==> config.mk <==
export PLATFORM = sky130hd
export DESIGN_NAME = aog_edge
export DESIGN_NICKNAME = d
export VERILOG_FILES = /design/src/assert_macros.svh /design/src/aog_pkg.sv /design/src/aog_edge.sv
export SDC_FILE = /design/constraint.sdc
export NUM_CORES = 1
export LEC_CHECK = 0
export ABC_AREA = 1
export BUFFER_PORTS_ARGS = -buffer_cell sky130_fd_sc_hd__buf_2
export CORE_MARGIN = 2
export CORE_UTILIZATION = 30
export CTS_BUF_LIST = sky130_fd_sc_hd__clkbuf_8
export DETAILED_ROUTE_END_ITERATION = 7
export PLACE_DENSITY = 0.6
export SLEW_MARGIN = 15
export SYNTH_ARGS = -nofsm -noshare
export SYNTH_HDL_FRONTEND = slang
export SYNTH_SLANG_ARGS = --single-unit
==> constraint.sdc <==
create_clock -name i_clk -period 2.1 [get_ports i_clk]
set_clock_uncertainty 0.05 [all_clocks]
set_input_delay 0.21 -clock i_clk [delete_from_list [all_inputs] [get_ports i_clk]]
set_output_delay 0.21 -clock i_clk [all_outputs]
set_load 0.02 [all_outputs]
==> src/assert_macros.svh <==
// assertion macros used by the top-level rtl file
// no dependencies; the bodies are empty when SYNTHESIS is defined
`ifndef ASSERT_MACROS_SVH
`define ASSERT_MACROS_SVH
`ifndef SYNTHESIS
// same-cycle implication, checked at every rising edge out of reset
`define AOG_ASSERT_IMP(label, clk, rst_n, ante, cons) \
    label: assert property (@(posedge clk) disable iff (!rst_n) (ante) |-> (cons)) \
        else $error("aog assertion failed");
// next-cycle implication
`define AOG_ASSERT_NXT(label, clk, rst_n, ante, cons) \
    label: assert property (@(posedge clk) disable iff (!rst_n) (ante) |=> (cons)) \
        else $error("aog assertion failed");
`else
`define AOG_ASSERT_IMP(label, clk, rst_n, ante, cons)
`define AOG_ASSERT_NXT(label, clk, rst_n, ante, cons)
`endif
`endif

==> src/aog_pkg.sv <==
// types and constants of the alpha outline generator
// no dependencies; used by every module of the block
package aog_pkg;

    localparam int COL_W     = 12;
    localparam int ROW_W     = 13;
    localparam int DIM_W     = 13;
    localparam int ALPHA_W   = 8;
    localparam int IDX_W     = 2;
    localparam int LIMIT_DIM = 4096;

    localparam logic [DIM_W-1:0]   RST_WIDTH  = 13'd64;
    localparam logic [DIM_W-1:0]   RST_HEIGHT = 13'd64;
    localparam logic [ALPHA_W-1:0] RST_THRESH = 8'd192;

    typedef enum logic [IDX_W-1:0] {
        CFG_WIDTH  = 2'd0,
        CFG_HEIGHT = 2'd1,
        CFG_THRESH = 2'd2
    } t_cfg_idx;

    typedef struct packed {
        logic [DIM_W-1:0]   width;
        logic [DIM_W-1:0]   height;
        logic [ALPHA_W-1:0] thresh;
    } t_geom;

    // one line memory entry: alpha of the two rows above, edge flags of the second and third rows above
    typedef struct packed {
        logic [ALPHA_W-1:0] alpha_r1;
        logic [ALPHA_W-1:0] alpha_r2;
        logic               edge_r2;
        logic               edge_r3;
    } t_ent;

    // item handed from the scan stage to the edge stage
    typedef struct packed {
        logic [COL_W-1:0]   col;
        logic [ALPHA_W-1:0] alpha;
        logic               do_edge;
        logic               do_win;
        logic               use_up;
        logic               use_e3;
        logic               has_lf;
        logic               has_rt;
        logic               emit_last;
        logic               frame_end;
        logic [COL_W-1:0]   out_col;
        logic [COL_W-1:0]   out_row;
    } t_item;

    typedef struct packed {
        logic             en;
        logic [COL_W-1:0] addr;
        t_ent             data;
    } t_wr;

endpackage

==> src/aog_edge.sv <==
// edge stage: edge test, 3x3 dilation window, line memory write-back, result register
// depends on aog_pkg; fed by aog_scan and aog_line_mem
module aog_edge (
    input  logic                        i_clk,
    input  logic                        i_rst_n,
    input  logic                        i_load,
    input  aog_pkg::t_item              i_item,
    input  logic [aog_pkg::ALPHA_W-1:0] i_thresh,
    input  aog_pkg::t_ent               i_rd_ent,
    input  logic                        i_stall,
    output logic                        o_busy,
    output aog_pkg::t_wr                o_wr,
    output logic                        o_valid,
    output logic                        o_outline,
    output logic [aog_pkg::COL_W-1:0]   o_out_col,
    output logic [aog_pkg::COL_W-1:0]   o_out_row,
    output logic                        o_frame_end
);
    import aog_pkg::*;

    logic             r_s1_vld;
    t_item            r_s1;
    t_ent             r_cur;
    logic [ALPHA_W-1:0] r_lf;
    logic             r_win1, r_win2;
    logic             r_o_vld, r_o_bit, r_o_end;
    logic [COL_W-1:0] r_o_col, r_o_row;

    logic [ALPHA_W-1:0] c, lf, rt, up, dn;
    logic             is_edge, vert, emit_mid, emits, adv, res_bit;

    always_comb begin
        c  = r_cur.alpha_r1;
        lf = r_s1.has_lf ? r_lf : '0;
        rt = r_s1.has_rt ? i_rd_ent.alpha_r1 : '0;
        up = r_s1.use_up ? r_cur.alpha_r2 : '0;
        dn = r_s1.alpha;
        is_edge = r_s1.do_edge && (c > i_thresh)
                  && ((lf <= i_thresh) || (rt <= i_thresh) || (up <= i_thresh)
                      || (dn <= i_thresh));
        vert     = is_edge | r_cur.edge_r2 | (r_s1.use_e3 & r_cur.edge_r3);
        emit_mid = r_s1.do_win && r_s1.has_lf;
        emits    = r_s1.emit_last || emit_mid;
        res_bit  = r_s1.emit_last ? (r_win1 | r_win2) : (r_win1 | r_win2 | vert);
        adv      = r_s1_vld && (!emits || !r_o_vld || !i_stall);
        o_busy   = r_s1_vld && !adv;

        o_wr.en            = adv;
        o_wr.addr          = r_s1.col;
        o_wr.data.alpha_r1 = r_s1.alpha;
        o_wr.data.alpha_r2 = c;
        o_wr.data.edge_r2  = is_edge;
        o_wr.data.edge_r3  = r_cur.edge_r2;
    end

    always_ff @(posedge i_clk) begin
        if (!i_rst_n) begin
            r_s1_vld <= 1'b0;
            r_o_vld  <= 1'b0;
        end else begin
            if (i_load) begin
                r_s1_vld <= 1'b1;
            end else if (adv) begin
                r_s1_vld <= 1'b0;
            end
            if (adv && emits) begin
                r_o_vld <= 1'b1;
            end else if (!i_stall) begin
                r_o_vld <= 1'b0;
            end
        end
    end

    always_ff @(posedge i_clk) begin
        if (i_load) begin
            r_s1 <= i_item;
        end
        if (adv) begin
            // next column's entry becomes the current one
            r_cur <= i_rd_ent;
            r_lf  <= c;
            if (r_s1.do_win) begin
                r_win2 <= r_s1.has_lf ? r_win1 : 1'b0;
                r_win1 <= vert;
            end
        end
        if (adv && emits) begin
            r_o_bit <= res_bit;
            r_o_col <= r_s1.out_col;
            r_o_row <= r_s1.out_row;
            r_o_end <= r_s1.frame_end;
        end
    end

    assign o_valid     = r_o_vld;
    assign o_outline   = r_o_bit;
    assign o_out_col   = r_o_col;
    assign o_out_row   = r_o_row;
    assign o_frame_end = r_o_end;

endmodule
Word level (Yosys, flattened, before mapping)
Cells that the tools add are included.
{ "classes": {"n_reduce_logical": 18, "add_sub_neg": 0, "n_mux": 8, "bitwise_logic": 5, "n_mul": 0, "eq_ne": 1, "magnitude_cmp": 5, "div_mod_pow": 0, "shifts": 0} }
{ "op_table": {"columns": ["operator", "count"], "rows": [
  ["$le A8 B8 Y1", 4],
  ["$mux W8", 3],
  ["$gt A8 B8 Y1", 1],
  ["$logic_and A1 B1 Y1", 6],
  ["$logic_or A1 B1 Y1", 6],
  ["$mux W1", 5],
  ["$logic_not A1 Y1", 4],
  ["$or A1 B1 Y1", 4],
  ["$ne A2 B1 Y1 const B", 1],
  ["$reduce_and A2 Y1", 1],
  ["$reduce_bool A2 Y1", 1],
  ["$and A1 B1 Y1", 1]
]} }
{ "totals": {"romBits": 0, "out_inout_bits": 59, "memories": 0, "word_cells": 62, "input_bits": 82, "latchBits": 0, "ramBits": 0, "register_bits": 108} }

Longest topological paths before layout
{ "depth": {"ltp_word": 10, "depth_mapped": 15, "ltp_nobuf": 14} }

Least setup slack after synthesis
No wires, ideal clock.
{ "synth_path": {"path_type": "flip-flop to flip-flop", "from": "register r_s1[27] (netlist bit)", "to": "register r_o_end (netlist: o_frame_end), enable pin", "arrival_time_ns": 1.732, "n_path_buf": 1, "required_ns": 1.669, "setup_slack_ns": -0.062, "synth_period_minus_slack_ns": 2.162, "setup_time_ns": 0.381, "path_stages_with_launch": 9, "path_cell_list": "edfxtp_1 -> buf_2 -> nand2_1 -> nand2_1 -> nand2_1 -> nand2_1 -> inv_2 -> nand2_1 -> inv_1"} }
{ "synth_via": {"elab_chain_cells": 7} }
{ "synth_rtl": {"columns": ["element", "line_no", "rtl"], "rows": [
  ["from (decl)", "aog_edge.sv:22", "t_item r_s1;"],
  ["from (signal assigned)", "aog_edge.sv:76", "r_s1 <= i_item;"],
  ["$logic_and A1 B1 Y1", "aog_edge.sv:42", "emit_mid = r_s1.do_win && r_s1.has_lf;"],
  ["$logic_or A1 B1 Y1", "aog_edge.sv:43", "emits = r_s1.emit_last || emit_mid;"],
  ["$logic_not A1 Y1", "aog_edge.sv:45", "adv = r_s1_vld && (!emits || !r_o_vld || !i_stall);"],
  ["$logic_or A1 B1 Y1 (2 in series)", "aog_edge.sv:45", null],
  ["$logic_and A1 B1 Y1", "aog_edge.sv:45", null],
  ["named net adv", "aog_edge.sv:30", "logic is_edge, vert, emit_mid, emits, adv, res_bit;"],
  ["$logic_and A1 B1 Y1", "aog_edge.sv:87", "if (adv && emits) begin"],
  ["to (signal assigned)", "aog_edge.sv:91", "r_o_end <= r_s1.frame_end;"],
  ["to (decl)", "aog_edge.sv:26", "logic r_o_vld, r_o_bit, r_o_end;"]
]} }
The timed path passes the listed nets, and every way through them passes these cells.
A chain may end at the register's enable or synchronous reset.

==> results.json <==
{
  "route.antenna.remaining_nets": 0,
  "post-route-period-util_pct": 114.7,
  "data_arrival_time_of_the_critical_path_ns": 2.15,
  "grt_max_degree": 28,
  "wirelength_um": 10810,
  "drt_iter0_drc": 108,
  "grt_antenna_before_repair": 0,
  "power.share.switching_pct": 25.92,
  "drt_first_pass_iters": 4,
  "dp_hpwl_um": 7537,
  "type_of_the_worst_setup_path": "reg -> out",
  "gate_family_responsible_for_the_most_delay_along_the_worst_path": "buffers and inverters",
  "tritoncts.num_buffers": 9,
  "fin_area_um2": 6718,
  "place_congestion": 0.8442,
  "synth.cell_area_um2": 4748,
  "slew_headroom_pct": 75.39,
  "power.sequential.fraction_pct": 57.5,
  "first_pass_grt_wire_length_um": 16410,
  "cp-start-kind": "flop",
  "setup-violations-final": 2,
  "actual_transition_at_the_worst_max_transition_pin_ns": 0.3688,
  "vias_in_the_first_global_route": 3316,
  "failed_checks": "setup timing",
  "cts_max_level": 3,
  "synth_cells": 365,
  "sequence_of_cells_on_the_critical_path": "buf_6 > nand2_4 > inv_4 > ha_4 > inv_2 > o21bai_1 > nand2_1 > nand2_2 > nand2_2 > nand2_1 > nand2_1 > o21bai_2 > inv_1 > buf_6",
  "insertedDiodeCount": 0,
  "cts-root-to-sink-buffers": 2,
  "leakage_uw": 0.003048,
  "detail_route.wl_per_cell_um": 13.70,
  "critPathSlowestCell": "sky130_fd_sc_hd__edfxtp_1",
  "power.density_cell_area_nw_per_um2": 664.3,
  "synth_top_area_share_pct": 67.04,
  "cts_tree": "done",
  "placement_rows": 45,
  "cts.sinks": 108,
  "net-switching-power_uw": 1157,
  "cp_num_buf_inv": 5,
  "crit_top_cell": "sky130_fd_sc_hd__nand2_1",
  "final_util_pct": 43.86,
  "area_delta_synth_final_pct": 41.48,
  "timing_max_transition_violations_final": 0,
  "netlist-cell-type-count": 22,
  "clk_pin_slew_ns": 0.11,
  "initial_utilization_pct": 31.00,
  "internal_power_uw": 3306,
  "io_pins": 141,
  "critical_path.max_stage_delay_ns": 0.43,
  "power_uw": 4462,
  "finalNonFillerCells": 789,
  "crit_path_time_final_ns": 2.410,
  "clock_power_share_pct": 26.5,
  "detail_route.drc_violations": 0,
  "overall_fraction_of_global_route_tracks_in_use_pct": 13.06,
  "synth_fp_nets": 487,
  "route.vias.total": 3252,
  "worst_ep_required_time_ns": 1.84,
  "syn_area_per_cell_um2": 13.01,
  "comb_power_share_pct": 16.0,
  "placeableCoreArea_um2": 15310,
  "run_status": "finished with violations",
  "die-height_um": 129.8,
  "vdd.ir_drop.worst_uv": 568.3,
  "crit_path_max_fanout": 5,
  "setup_tns_ns": -0.3451,
  "critical_path.endpoint_type": "output pin",
  "post_synth_main_area_contributors": "sky130_fd_sc_hd__edfxtp_1, sky130_fd_sc_hd__ha_1, sky130_fd_sc_hd__nand2_1",
  "synth_seq_area_share_pct": 67.88,
  "grt_remaining_overflow": 0,
  "rsz_0062_raised_after_global_routing": "true",
  "drv.max_cap_violation_count": 0,
  "insertion_delay_ns": 0.38,
  "yosys_warnings": 0,
  "finalNetCount": 695,
  "die_width_um": 129.8,
  "cts.root.buffer_cell": "sky130_fd_sc_hd__clkbuf_8",
  "timing.fmax_mhz": 415.0,
  "port_buffers": 140,
  "placedCellCount": 687,
  "dieArea_um2": 16850,
  "worst_hold_path_type": "in -> reg",
  "drive_above_1_share_pct": 35.64,
  "post_synth_top_area_cell": "sky130_fd_sc_hd__edfxtp_1",
  "yosys_register_bits": 108,
  "post-route-worst-setup-slack_ns": -0.3097,
  "finalHoldViolations": 0,
  "vias_per_cell": 4.122,
  "placedInstanceArea_um2": 5534
}
power by group through the flow:
stage / Sequential [uW] / Clock [uW] / Combinational, uW
final: 2560 / 1180 / 714
after global routing: 2580 / 1320 / 792
after CTS: 2570 / 1230 / 689
after detailed placement: 2620 / 0 / 541
after global placement: 2610 / 0 / 520
after floorplan: 2630 / 0 / 328
kinds of logic after synthesis:
kind of cell / share of synthesized area [%]
and+or+nand+nor: 8.801
DFF: 67.88
adders and majority gates: 10.54
buffers and inverters: 9.354
AOI/OAI and AO/OA: 3.425
cell usage after synthesis:
library cell / number
sky130_fd_sc_hd__a21oi_1: 14
sky130_fd_sc_hd__inv_1: 50
sky130_fd_sc_hd__nand2_2: 4
sky130_fd_sc_hd__a21boi_1: 1
sky130_fd_sc_hd__clkbuf_1: 2
sky130_fd_sc_hd__o21a_1: 3
sky130_fd_sc_hd__nand3_1: 2
sky130_fd_sc_hd__nand2_1: 82
sky130_fd_sc_hd__nor2_1: 14
sky130_fd_sc_hd__nor2_2: 2
sky130_fd_sc_hd__ha_1: 40
sky130_fd_sc_hd__dfxtp_1: 2
sky130_fd_sc_hd__a31oi_1: 1
sky130_fd_sc_hd__nand3_2: 1
sky130_fd_sc_hd__buf_4: 31
sky130_fd_sc_hd__edfxtp_1: 106
sky130_fd_sc_hd__inv_2: 3
sky130_fd_sc_hd__o21bai_2: 1
sky130_fd_sc_hd__o21bai_1: 2
sky130_fd_sc_hd__o21a_4: 1
sky130_fd_sc_hd__a21o_1: 2
sky130_fd_sc_hd__buf_2: 1
layout by cell type, fill, tap and decap left out, drive strengths merged, types with 2 or more instances in the layout:
master,Yosys,final
inv,53,55
dlygate4sd3,0,71
o21bai,3,3
clkinv,0,2
buf,32,159
a21oi,14,14
o21a,4,4
dfxtp,2,2
a21o,2,2
nor2,16,16
nand3,3,3
clkinvlp,0,3
edfxtp,106,106
ha,40,40
nand2,86,86
clkbuf,2,9
worst register-to-register path: stages, from the launching register on:
cell and delay, ns:
sky130_fd_sc_hd__edfxtp_1 0.43, sky130_fd_sc_hd__buf_6 0.16, sky130_fd_sc_hd__nand2_4 0.06, sky130_fd_sc_hd__inv_4 0.04, sky130_fd_sc_hd__ha_4 0.26, sky130_fd_sc_hd__inv_2 0.03, sky130_fd_sc_hd__o21bai_1 0.12, sky130_fd_sc_hd__nand2_1 0.08
sky130_fd_sc_hd__nand2_2 0.07, sky130_fd_sc_hd__nand2_2 0.05, sky130_fd_sc_hd__nand2_1 0.06, sky130_fd_sc_hd__nand2_1 0.05, sky130_fd_sc_hd__o21bai_2 0.16, sky130_fd_sc_hd__buf_4 0.13, sky130_fd_sc_hd__nand2_2 0.04, sky130_fd_sc_hd__nand2_1 0.06
sky130_fd_sc_hd__nand2_1 0.05
routing by layer:
metal / vias up / wire, um / GRT usage (%)
met1: 1532 / 4134 / 14.64
met5: - / 0 / 0
met2: 95 / 5771 / 23.04
met4: 0 / 251 / 5.819
met3: 18 / 655 / 3.854
li1: 1607 / - / -
sequential cells by signal, indices dropped and copies added (netlist names):
register and cells:
o_frame_end 1, r_win1 1, r_s1_vld 1, r_win2 1, o_valid 1, o_out_col 12
c 8, r_lf 8, r_s1 32, dn 8, r_cur 9, o_wr 13
o_outline 1, o_out_row 12
path summary, 6_finish.rpt:
path	start	endpoint	slack (ns)	cells after the start
min reg2reg	r_s1[5]	o_out_row[5]	0.38	0
max reg2reg	r_s1[27]	o_outline	-0.04	16
max	r_s1[27]	o_wr[1]	-0.31	14
min	i_stall	o_valid	0.05	3
layout make-up:
| class | count | area (um^2) |
|---|---|---|
| clock buffers | 9 | 123.9 |
| inverters | 53 | 205.2 |
| clock inverters | 7 | 61.31 |
| fillers | 1465 | 8597 |
| repair buffers | 231 | 1632 |
| well taps | 211 | 264.0 |
| multi-input cells | 170 | 1209 |
| flip-flops and latches | 108 | 3223 |
per-stage QoR:
step	setup WS (ns)	hold WS (ns)
2_1_floorplan	0.1231	0.2589
3_3_place_gp	-0.03174	0.3365
3_5_place_dp	-0.04714	0.3381
4_1_cts	-0.3702	0.01990
5_1_grt	-0.4960	0.04934
6_report	-0.3097	0.04620
repair_timing:
item	CTS	global route
hold buffers	71	0
setup buffers	2	12
resized for setup	21	8
setup endpoints to repair	3	4
pin swaps	9	12
hold endpoints to repair	71	0
gates cloned	1	0
(Power assumes the default switching activity.)
