## src/assert_macros.svh

```systemverilog
// assertion macros used by the top-level rtl file
// no dependencies; the bodies are empty when SYNTHESIS is defined
`ifndef ASSERT_MACROS_SVH
`define ASSERT_MACROS_SVH
`ifndef SYNTHESIS
// same-cycle implication, checked at every rising edge out of reset
`define AOG_ASSERT_IMP(label, clk, rst_n, ante, cons) \
    label: assert property (@(posedge clk) disable iff (!rst_n) (ante) |-> (cons)) \
        else $error("aog assertion failed");
// next-cycle implication
`define AOG_ASSERT_NXT(label, clk, rst_n, ante, cons) \
    label: assert property (@(posedge clk) disable iff (!rst_n) (ante) |=> (cons)) \
        else $error("aog assertion failed");
`else
`define AOG_ASSERT_IMP(label, clk, rst_n, ante, cons)
`define AOG_ASSERT_NXT(label, clk, rst_n, ante, cons)
`endif
`endif

```

## src/aog_pkg.sv

```systemverilog
// types and constants of the alpha outline generator
// no dependencies; used by every module of the block
package aog_pkg;

    localparam int COL_W     = 12;
    localparam int ROW_W     = 13;
    localparam int DIM_W     = 13;
    localparam int ALPHA_W   = 8;
    localparam int IDX_W     = 2;
    localparam int LIMIT_DIM = 4096;

    localparam logic [DIM_W-1:0]   RST_WIDTH  = 13'd64;
    localparam logic [DIM_W-1:0]   RST_HEIGHT = 13'd64;
    localparam logic [ALPHA_W-1:0] RST_THRESH = 8'd192;

    typedef enum logic [IDX_W-1:0] {
        CFG_WIDTH  = 2'd0,
        CFG_HEIGHT = 2'd1,
        CFG_THRESH = 2'd2
    } t_cfg_idx;

    typedef struct packed {
        logic [DIM_W-1:0]   width;
        logic [DIM_W-1:0]   height;
        logic [ALPHA_W-1:0] thresh;
    } t_geom;

    // one line memory entry: alpha of the two rows above, edge flags of the second and third rows above
    typedef struct packed {
        logic [ALPHA_W-1:0] alpha_r1;
        logic [ALPHA_W-1:0] alpha_r2;
        logic               edge_r2;
        logic               edge_r3;
    } t_ent;

    // item handed from the scan stage to the edge stage
    typedef struct packed {
        logic [COL_W-1:0]   col;
        logic [ALPHA_W-1:0] alpha;
        logic               do_edge;
        logic               do_win;
        logic               use_up;
        logic               use_e3;
        logic               has_lf;
        logic               has_rt;
        logic               emit_last;
        logic               frame_end;
        logic [COL_W-1:0]   out_col;
        logic [COL_W-1:0]   out_row;
    } t_item;

    typedef struct packed {
        logic             en;
        logic [COL_W-1:0] addr;
        t_ent             data;
    } t_wr;

endpackage

```

## src/aog_scan.sv

```systemverilog
// scan stage: frame position counters, geometry latch, drain handling
// depends on aog_pkg; feeds aog_edge and the line memory read port
module aog_scan #(
    parameter int LIM_W = 4096
) (
    input  logic                         i_clk,
    input  logic                         i_rst_n,
    input  aog_pkg::t_geom               i_cfg,
    input  logic                         i_accept,
    input  logic                         i_mode,
    input  logic [aog_pkg::ALPHA_W-1:0]  i_alpha,
    output logic                         o_proc,
    output aog_pkg::t_item               o_item,
    output aog_pkg::t_geom               o_geom,
    output logic [aog_pkg::COL_W-1:0]    o_rd_addr
);
    import aog_pkg::*;

    logic [COL_W-1:0] r_col, n_col;
    logic [ROW_W-1:0] r_row, n_row;
    t_geom            r_geom;

    logic             frame_start;
    logic [COL_W:0]   col1;
    logic [DIM_W-1:0] fh1, fh2, w1;
    logic             has_rt, done, emit_last;
    logic [ROW_W-1:0] row2, row3;

    function automatic t_geom clamp_geom(input t_geom g);
        t_geom c;
        c = g;
        if (g.width < 13'd2) c.width = 13'd2;
        if (g.width > DIM_W'(LIM_W)) c.width = DIM_W'(LIM_W);
        if (g.height == '0) c.height = 13'd1;
        if (g.height > DIM_W'(LIMIT_DIM)) c.height = DIM_W'(LIMIT_DIM);
        return c;
    endfunction

    always_comb begin
        frame_start = (r_col == '0) && (r_row == '0);
        // a drain tick while pixels are still due is dropped
        o_proc      = i_accept && !(i_mode && (r_row < r_geom.height));
        col1        = {1'b0, r_col} + 13'd1;
        has_rt      = col1 < r_geom.width;
        fh1         = r_geom.height + 13'd1;
        fh2         = r_geom.height + 13'd2;
        w1          = r_geom.width - 13'd1;
        row2        = r_row - 13'd2;
        row3        = r_row - 13'd3;
        done        = r_row >= fh2;
        emit_last   = (r_col == '0) && (r_row >= 13'd3);

        o_item.col       = r_col;
        o_item.alpha     = (r_row < r_geom.height) ? i_alpha : '0;
        o_item.do_edge   = (r_row != '0) && (r_row <= r_geom.height);
        o_item.do_win    = (r_row >= 13'd2) && (r_row <= fh1);
        o_item.use_up    = r_row >= 13'd2;
        o_item.use_e3    = r_row >= 13'd3;
        o_item.has_lf    = r_col != '0;
        o_item.has_rt    = has_rt;
        o_item.emit_last = emit_last;
        o_item.frame_end = emit_last && (r_row == fh2);
        o_item.out_col   = emit_last ? w1[COL_W-1:0] : (r_col - 12'd1);
        o_item.out_row   = emit_last ? row3[COL_W-1:0] : row2[COL_W-1:0];

        // prefetch the next column of the line memory
        o_rd_addr = has_rt ? col1[COL_W-1:0] : '0;

        n_col = r_col;
        n_row = r_row;
        if (done) begin
            n_col = '0;
            n_row = '0;
        end else if (!has_rt) begin
            n_col = '0;
            n_row = r_row + 13'd1;
        end else begin
            n_col = col1[COL_W-1:0];
        end
    end

    always_ff @(posedge i_clk) begin
        if (!i_rst_n) begin
            r_col  <= '0;
            r_row  <= '0;
            r_geom <= clamp_geom('{width: RST_WIDTH, height: RST_HEIGHT, thresh: RST_THRESH});
        end else if (o_proc) begin
            r_col <= n_col;
            r_row <= n_row;
            if (frame_start) begin
                r_geom <= clamp_geom(i_cfg);
            end
        end
    end

    assign o_geom = r_geom;

endmodule

```

## config.mk

```make
export PLATFORM = sky130hd
export DESIGN_NAME = aog_scan
export DESIGN_NICKNAME = d
export VERILOG_FILES = /design/src/assert_macros.svh /design/src/aog_pkg.sv /design/src/aog_scan.sv
export SDC_FILE = /design/constraint.sdc
export NUM_CORES = 1
export LEC_CHECK = 0
export BUFFER_PORTS_ARGS = -buffer_cell sky130_fd_sc_hd__buf_2
export CAP_MARGIN = 20
export CORE_MARGIN = 5
export CORE_UTILIZATION = 45
export CTS_BUF_LIST = sky130_fd_sc_hd__clkbuf_4 sky130_fd_sc_hd__clkbuf_8
export DETAILED_ROUTE_END_ITERATION = 6
export MAX_ROUTING_LAYER = met4
export PLACE_DENSITY = 0.79
export SKIP_CTS_REPAIR_TIMING = 1
export SLEW_MARGIN = 5
export SYNTH_ARGS = -nofsm -noshare
export SYNTH_HDL_FRONTEND = slang
export SYNTH_SLANG_ARGS = --single-unit
```

## constraint.sdc

```tcl
create_clock -name i_clk -period 6.65 [get_ports i_clk]
set_input_delay 0.665 -clock i_clk [delete_from_list [all_inputs] [get_ports i_clk]]
set_output_delay 0.665 -clock i_clk [all_outputs]
set_load 0.005 [all_outputs]
```

# ---- After elaboration in Yosys (flattened, before gate mapping)
# Cells that the tools add are included.
dict set report classes {
  reduce_logical 15
  n_eq_ne 2
  n_mux 11
  order_cmp 10
  add_sub_neg 8
}
# operator count
set ops {}
lappend ops {{two-way mux 13 bit} 6}
lappend ops {{two-way mux 12 bit} 4}
lappend ops {{adder 13 x 1 -> 13 bit (second input constant)} 2}
lappend ops {{>= comparator 13 x 2 -> 1 bit (second input constant)} 2}
lappend ops {{> comparator 13 bit (second input constant)} 2}
lappend ops {{<= comparator 13 bit} 2}
lappend ops {{zero test 13 bit} 2}
lappend ops {{less-than comparator 13 bit} 2}
lappend ops {{subtractor 12 x 1 -> 12 bit (second input constant)} 2}
lappend ops {{subtractor 12 x 2 -> 12 bit (second input constant)} 2}
lappend ops {{adder 12 x 1 -> 13 bit (second input constant)} 1}
lappend ops {{adder 13 x 2 -> 13 bit (second input constant)} 1}
lappend ops {{equality test 13 bit} 1}
lappend ops {{>= comparator 13 bit} 1}
lappend ops {{less-than comparator 13 x 2 -> 1 bit (second input constant)} 1}
lappend ops {{nonzero test 13 bit} 1}
lappend ops {{zero test 12 bit} 1}
lappend ops {{nonzero test 12 bit} 1}
lappend ops {{two-way mux 8 bit} 1}
lappend ops {{logical AND 1 bit} 7}
lappend ops {{AND reduction 2 bit} 2}
lappend ops {{!= test 2 x 1 -> 1 bit (second input constant)} 1}
lappend ops {{zero test 1 bit} 1}
dict set report word_totals {
  register_bits 59
  out_inout_bits 99
  input_bits 46
}

# ---- Logic depth before layout (Yosys ltp)
# Gate-level depths: netlist of the first run.
dict set report depth {
  depth_word 5
  ltp_mapped 17
  depth_no_buf 15
}

# ---- Worst setup path after synthesis of the first run
# No wires, ideal clock.
dict set report synth_path {
  kind {reg-to-output}
  startpoint {register r_row[5]}
  endpoint {output port o_item[20] (netlist name)}
  path_buffers 4
  path_stages_with_launch 15
  slack_ps 2463
  t_required_ps 5985
  arrival_time_ps 3522
  cell_sequence {dfxtp_1 -> buf_6 -> or4_4 -> nor4_4 -> a31oi_1 -> buf_4 -> clkbuf_1 -> clkbuf_1 -> a21oi_1 -> ha_1 -> nand2_1 -> a211o_1 -> or4_4 -> a21oi_2 -> o32a_2}
}
# item line_no
set synth_lines {}
lappend synth_lines {{start: declaration} aog_scan.sv:20} ;# logic [ROW_W-1:0] r_row, n_row;
lappend synth_lines {{start signal: assignment} aog_scan.sv:89} ;# r_row <= n_row;
lappend synth_lines {{end: declaration} aog_scan.sv:13} ;# output aog_pkg::t_item o_item,

# ---- Worst setup path in the final report of the first run
dict set report layout_path {
  startpoint {register r_col[0]}
  endpoint {output port o_rd_addr[1] (netlist name)}
}
dict set report layout_via {
  elab_chain_cells 3
}
# item line_no
set layout_lines {}
lappend layout_lines {{start: declaration} aog_scan.sv:19} ;# logic [COL_W-1:0] r_col, n_col;
lappend layout_lines {{start signal: assignment} aog_scan.sv:88} ;# r_col <= n_col;
lappend layout_lines {{adder 12 x 1 -> 13 bit (*)} aog_scan.sv:43} ;# col1 = {1'b0, r_col} + 13'd1;
lappend layout_lines {{less-than comparator 13 bit} aog_scan.sv:44} ;# has_rt = col1 < r_geom.width;
lappend layout_lines {{two-way mux 12 bit (*)} aog_scan.sv:67} ;# o_rd_addr = has_rt ? col1[COL_W-1:0] : '0;
lappend layout_lines {{end: declaration} aog_scan.sv:15} ;# output logic [aog_pkg::COL_W-1:0] o_rd_addr
# Mark *: on every way between the ends. The rest lies on a longest branch, timed or not.

==> out/results.ini, run 1 <==
[floorplan]
rows=39
coreArea_sq_mm=0.0114
die_area_sq_mm=0.0138
die_h_microns=117
io_pins=145
die_x_microns=117
start_util_pct=45.5

[route]
drc=0
wl_microns=15000
num_vias=5254
final_antenna_net_count=0
via_per_inst=5.50
drt-initial-drc-count=378
avgRoutedWirePerCell_microns=15.7
first_pass_iters=4

[pwr]
sw_frac_of_total_pct=32.2
ir_worst_vdd_uv=137
clkPwrFrac_pct=33.6
power.leakage_uw=0.00277
seqPwrFrac_pct=43.9
p_comb_share_pct=22.5
powerDensity_mw_per_mm2=142
p_sw_uw=281
internal_power_uw=592

[worst_setup_path]
critPathMaxStageDelay_ps=580
rr_worst_depth=13
r2r-start=r_col[0]$_SDFFE_PN0P_
crit_type=register to primary output
worstPathCellList=ha_1 > nand3_1 > nor2_1 > and3_1 > nand3_1 > xnor2_1 > ha_1 > nand4_1 > o31ai_1 > inv_1 > and2_1 > buf_2
path_depth=12
critPathMaxFanout=18
cp.required_ps=5980
crit_buf_inv=2
cp-start-kind=register
worst_setup_path_end_kind=primary output
cp_slowest_cell=o31ai_1
cp_top_family=simple AND/OR/NAND/NOR gates
cp.arrival_ps=4000
endpoint=o_rd_addr[1]
startpoint=r_col[0]$_SDFFE_PN0P_
worstReg2RegEnd=r_col[5]$_SDFFE_PN0P_
ff2ff_setup_slack_ps=2260

[hold_path]
hold_path_class=register to register
min_path_cells=2

[synthesis]
synthesis.nets=791
yosysWarningCount=0
syn_area_per_cell_sq_um=7.57
synth_cell_types=51
synth_top_area_share_pct=22.8
synth.area.top_cells=dfxtp_1, ha_1, xnor2_1
synth.ff_latch_count=59
syn-cell-area_sq_mm=0.00518
seq_area_frac_synth_pct=22.8
yosysTopAreaCell=dfxtp_1
synthCells=684

[clock_tree]
clkSinkCount=59
cts_buffers=9
h-tree-depth=3
cts_root_buf=clkbuf_8
clockBufferDepth=2
tritoncts=built
clk_pin_slew_ps=80
clk_latency_ps=340

[cells_and_area]
utilization_pct=54.0
nets=916
drive_above_1_share_pct=21.5
mostFrequentLayoutCells=buf_2, nand2_1, ha_1
n_antenna_cell=0
regArea_sq_mm=0.00118
syn_to_final_growth_pct=18.5
stdcell_count=956
design_area_sq_mm=0.00613
final_common_cell=buf_2
multiInputGateArea_sq_mm=0.00369
fillers=1097

[sta]
finalCritPeriodShare_pct=70.2
tightest_slew_ps=697
slew_headroom_pct=53.5
tns_ps=0
setup_viol=0
finalCriticalPeriod_ps=4670
hold_violations=0
finalClockSkew_ps=13.3
grt_setup_unrepaired=no
fin_ws_ps=1980
fmax_mhz=214
maxSlewViolCount=0

[global_route]
grt_pass1_wl_microns=23500
grt_max_degree=43
grt_pass1_vias=4793
use_met1_pct=29.6
met3_usage_pct=2.83
grt.total_usage_pct=22.0
busiest_layer=met2
grt_overflow=0
antenna_found_initial=0
use_met2_pct=34.5

[placed_design]
gp_congestion=0.912
dp.cells=941
place_hpwl_microns=11600
port_buffers=144
place_ws_ps=2420
placed_area_sq_mm=0.00597

[run_status]
status=finished clean

[flow_run]
drv_cap=0

## cell usage after synthesis, drive strengths merged
| cell | number |
|---|---|
| xnor2 | 41 |
| or3b | 1 |
| and2 | 19 |
| a31oi | 4 |
| or3 | 9 |
| clkinv | 1 |
| and3 | 14 |
| inv | 41 |
| a21o | 9 |
| nand3 | 38 |
| o21bai | 1 |
| nand3b | 11 |
| nand4 | 15 |
| nor3 | 17 |
| nor3b | 2 |
| ha | 61 |
| buf | 12 |
| o31ai | 7 |
| o311ai | 1 |
| a211o | 1 |
| a21oi | 43 |
| o32a | 1 |
| nor2b | 3 |
| nor2 | 46 |
| a211oi | 1 |
| o21ai | 21 |
| or2 | 2 |
| a221o | 1 |
| o21a | 6 |
| a22o | 1 |
| mux2i | 5 |
| nand2 | 84 |
| o211ai | 6 |
| or4 | 6 |
| clkbuf | 23 |
| and4 | 1 |
| nand2b | 4 |
| a22oi | 1 |
| a21boi | 35 |
| xor2 | 17 |
| nor4 | 11 |
| o31a | 2 |
| dfxtp | 59 |
## metal layers
metal | vias up | routed length, microns
met5 | - | 0
met2 | 167 | 6930
met1 | 2427 | 6860
met4 | 0 | 233
li1 | 2637 | -
met3 | 23 | 958
## power groups by stage
| stage | clock [uW] | sequential, uW | combinational [uW] |
|---|---|---|---|
| 3_5_place_dp | 0 | 390 | 195 |
| 4_1_cts | 300 | 382 | 196 |
| 2_1_floorplan | 0 | 386 | 118 |
| 5_1_grt | 318 | 385 | 219 |
| 3_3_place_gp | 0 | 390 | 193 |
| 6_report | 294 | 383 | 196 |
## registers in the layout, summed over array words and instances, names as in the netlist
name    cells
o_geom     34
r_row      13
r_col      12
## worst min-delay path, cell delays in order (launching register included)
cell      delay [ps]
dfxtp_1          310
nand2_1           50
a21boi_0          60
## through the flow
step / hold slack, ps / total power (uW)
3_3_place_gp: 449 / 583
6_report: 466 / 873
4_1_cts: 465 / 878
2_1_floorplan: 457 / 504
3_5_place_dp: 454 / 586
5_1_grt: 491 / 922
## final cells by class
type | instances | share of cell area, %
multi-input combinational | 548 | 60.2
sequential | 59 | 19.3
timing repair buffer | 149 | 12.4
tap | 143 | 2.92
inverter | 42 | 2.57
clock buffer | 10 | 2.24
clock inverter | 5 | 0.489
## worst min path at each step
| stage | end | slack [ps] | from |
|---|---|---|---|
| 5_1_grt | o_geom[6]$_SDFFE_PN1P_ | 490 | o_geom[6]$_SDFFE_PN1P_ |
| 2_1_floorplan | o_geom[0]$_SDFFE_PN0P_ | 460 | o_geom[0]$_SDFFE_PN0P_ |
| 3_3_place_gp | o_geom[2]$_SDFFE_PN0P_ | 450 | o_geom[2]$_SDFFE_PN0P_ |
| 6_report | o_geom[4]$_SDFFE_PN0P_ | 470 | o_geom[4]$_SDFFE_PN0P_ |
| 3_5_place_dp | o_geom[0]$_SDFFE_PN0P_ | 450 | o_geom[0]$_SDFFE_PN0P_ |
| 4_1_cts | o_geom[0]$_SDFFE_PN0P_ | 460 | o_geom[0]$_SDFFE_PN0P_ |
## kinds of logic (layout without fill, tap and decap cells)
kind of cell	after synthesis	after routing	share of synthesized area, %
adders and majority gates	61	61	14.7
xor gates and xnor gates	58	58	9.81
muxes	5	5	0.966
and+or+nand+nor	283	283	28.0
AOI/OAI and AO/OA	141	141	17.6
DFF	59	59	22.8
buffers and inverters	77	206	6.16
(Power assumes the default switching activity.)
==> run 2: changes to the inputs <==
--- a/config.mk
+++ b/config.mk
@@ -12,7 +12,7 @@
 export CTS_BUF_LIST = sky130_fd_sc_hd__clkbuf_4 sky130_fd_sc_hd__clkbuf_8
 export DETAILED_ROUTE_END_ITERATION = 6
 export MAX_ROUTING_LAYER = met4
-export PLACE_DENSITY = 0.79
+export PLACE_DENSITY = 0.82
 export SKIP_CTS_REPAIR_TIMING = 1
 export SLEW_MARGIN = 5
 export SYNTH_ARGS = -nofsm -noshare
==> constraint.sdc (replaced) <==
create_clock -name i_clk -period 4.16 [get_ports i_clk]
set_input_delay 0.416 -clock i_clk [delete_from_list [all_inputs] [get_ports i_clk]]
set_output_delay 0.416 -clock i_clk [all_outputs]
set_load 0.005 [all_outputs]
==> run 2 against run 1 <==
  * Clock skew down 2.9 ps
  * Highest routed layer unchanged
  * Critical path depth unchanged
  * Via count up 3.1%
  * Final cell count up 2.2%
  * Total power up 58%
  * Die area unchanged
  * Register-to-register slack worse by 1700 ps
  * Sequential power up 59%
  * Wire length up 0.81%
  * Clock-buffer cell count unchanged
  * Sequential share of layout area down 0.53 points
  * Sequential cell count unchanged
==> out/results.ini, run 2 (synthesis results as in run 1) <==
[route]
drc=0  ; unchanged
route.met3.wl_microns=1180  ; was 958 microns
final_antenna_net_count=0  ; unchanged
num_vias=5418  ; was 5254
via_per_inst=5.55  ; was 5.50
met1Wirelength_microns=6540  ; was 6860 microns
first_pass_iters=5  ; was 4
avgRoutedWirePerCell_microns=15.5  ; was 15.7 microns
wl_met2_microns=6980  ; was 6930 microns
top_layer=met4  ; unchanged
drt-initial-drc-count=434  ; was 378
wl_microns=15100  ; was 15000 microns

[global_route]
grt_overflow=0  ; unchanged
grt_pass1_vias=4947  ; was 4793
grt_pass1_wl_microns=23900  ; was 23500 microns
grt_max_degree=43  ; unchanged
grt.total_usage_pct=22.3  ; was 22.0%
antenna_found_initial=0  ; unchanged

[clock_tree]
h-tree-depth=3  ; unchanged
clk_latency_ps=340  ; about the same
tritoncts=built  ; unchanged
clockBufferDepth=2  ; unchanged
cts_root_buf=clkbuf_8  ; unchanged
clkSinkCount=59  ; unchanged
cts_buffers=9  ; unchanged
clk_pin_slew_ps=70  ; was 80 ps

[sta]
finalClockSkew_ps=10.5  ; was 13.3 ps
slew_headroom_pct=54.1  ; was 53.5%
hold_violations=0  ; unchanged
grt_setup_unrepaired=no  ; unchanged
fmax_mhz=253
finalCriticalPeriod_ps=3960
tns_ps=0  ; unchanged
setup_viol=0  ; unchanged
tightest_slew_ps=684  ; was 697 ps
finalCritPeriodShare_pct=95.2
maxSlewViolCount=0  ; unchanged

[placed_design]
gp_congestion=0.929  ; was 0.912
port_buffers=144  ; unchanged
place_hpwl_microns=11900  ; was 11600 microns

[cells_and_area]
syn_to_final_growth_pct=22.2  ; was 18.5%
mostFrequentLayoutCells=buf_2, nand2_1, ha_1  ; unchanged
drive_above_1_share_pct=24.8  ; was 21.5%
nets=938  ; was 916
largest_reg_flops=34  ; unchanged
utilization_pct=55.7  ; was 54.0%
final_common_cell=buf_2  ; unchanged
n_antenna_cell=0  ; unchanged

[floorplan]
coreArea_sq_mm=0.0114  ; unchanged
io_pins=145  ; unchanged
die_area_sq_mm=0.0138  ; unchanged
rows=39  ; unchanged
die_x_microns=117  ; unchanged
start_util_pct=45.5  ; unchanged
die_h_microns=117  ; unchanged

[worst_setup_path]
worstPathCellList=nor4_4 > nand4_1 > a31oi_4 > nor2_1 > a21oi_1 > ha_1 > nand2_1 > a211o_1 > or4_4 > a21oi_2 > o32a_2 > buf_2  ; was ha_1 > nand3_1 > nor2_1 > and3_1 > nand3_1 > xnor2_1 > ha_1 > nand4_1 > o31ai_1 > inv_1 > and2_1 > buf_2
critPathMaxStageDelay_ps=450  ; was 580 ps
cp.arrival_ps=3540  ; was 4000 ps
crit_buf_inv=1  ; was 2
cp.required_ps=3740  ; was 5980 ps
critPathMaxFanout=9  ; was 18
crit_type=register to primary output  ; unchanged
cp_slowest_cell=or4_4  ; was o31ai_1
cp-start-kind=register  ; unchanged
worst_setup_path_end_kind=primary output  ; unchanged
cp_top_family=simple AND/OR/NAND/NOR gates  ; unchanged

[pwr]
ir_worst_vdd_uv=181  ; was 137 uV
power.leakage_uw=0.00291  ; was 0.00277 uW
p_total_uw=1380  ; was 873 uW
powerDensity_mw_per_mm2=217  ; was 142 mW/mm^2

[run_status]
status=finished clean  ; unchanged

[hold_path]
hold_path_class=input port to register  ; was register to register

[flow_run]
drv_cap=0  ; unchanged

## run 2: cell types whose count changed in the layout (fill, tap and decap cells not counted), sizes merged
cell	delta
clkinv	+1
clkinvlp	-2
buf	+22
## run 2: worst paths after layout
path	startpoint	to	slack, ps	depth (start not counted)
worst max-delay path	r_col[8]$_SDFFE_PN0P_	o_item[20]	200	12
worst min-delay path	i_cfg[7]	o_geom[7]$_SDFFE_PN1P_	280	3
worst max register to register	r_col[1]$_SDFFE_PN0P_	r_row[12]$_SDFFE_PN0P_	570	13
worst min register to register	o_geom[5]$_SDFFE_PN0P_	o_geom[5]$_SDFFE_PN0P_	460	2
## run 2: worst reg2reg max path, cell delays in order, from the launching register on
cell and delay [ps]:
dfxtp_1 390, ha_1 240, nand3_1 180, nor2_2 210, and3_1 270, nand3_1 180
xnor2_2 190, ha_1 340, nand4_1 130, o31ai_2 370, inv_2 140, a22o_1 230
or4_1 510, a21oi_1 140
## run 2: per-layer routing
metal	global-route usage, %	up-vias
met5	-	-
met4	9.10	0
met3	3.14	32
met2	34.9	215
met1	28.9	2487
li1	-	2684
## run 2: metrics by stage
stage / cells / instance area, sq um / hold slack (ps) / setup slack [ps]
floorplan: 684 / 5180 / 457 / 222
global placement: 961 / 6120 / 445 / 527
detailed placement: 961 / 6120 / 455 / 474
CTS: 975 / 6270 / 265 / 77.5
global route: 977 / 6330 / 296 / 19.0
finish: 977 / 6330 / 283 / 201
## run 2: power by group
part	total (uW)	switching, uW	internal (uW)
logic	329	185	144
registers	608	23.1	585
clock network	439	227	212
total	1380	436	940
## run 2: layout make-up
type / instances / area [sq um]
fillers: 1105 / 5040
multi-input cells: 548 / 3730
flip-flops and latches: 59 / 1180
repair buffers: 171 / 923
well taps: 143 / 179
inverters: 42 / 158
clock buffers: 10 / 131
clock inverters: 4 / 20.0
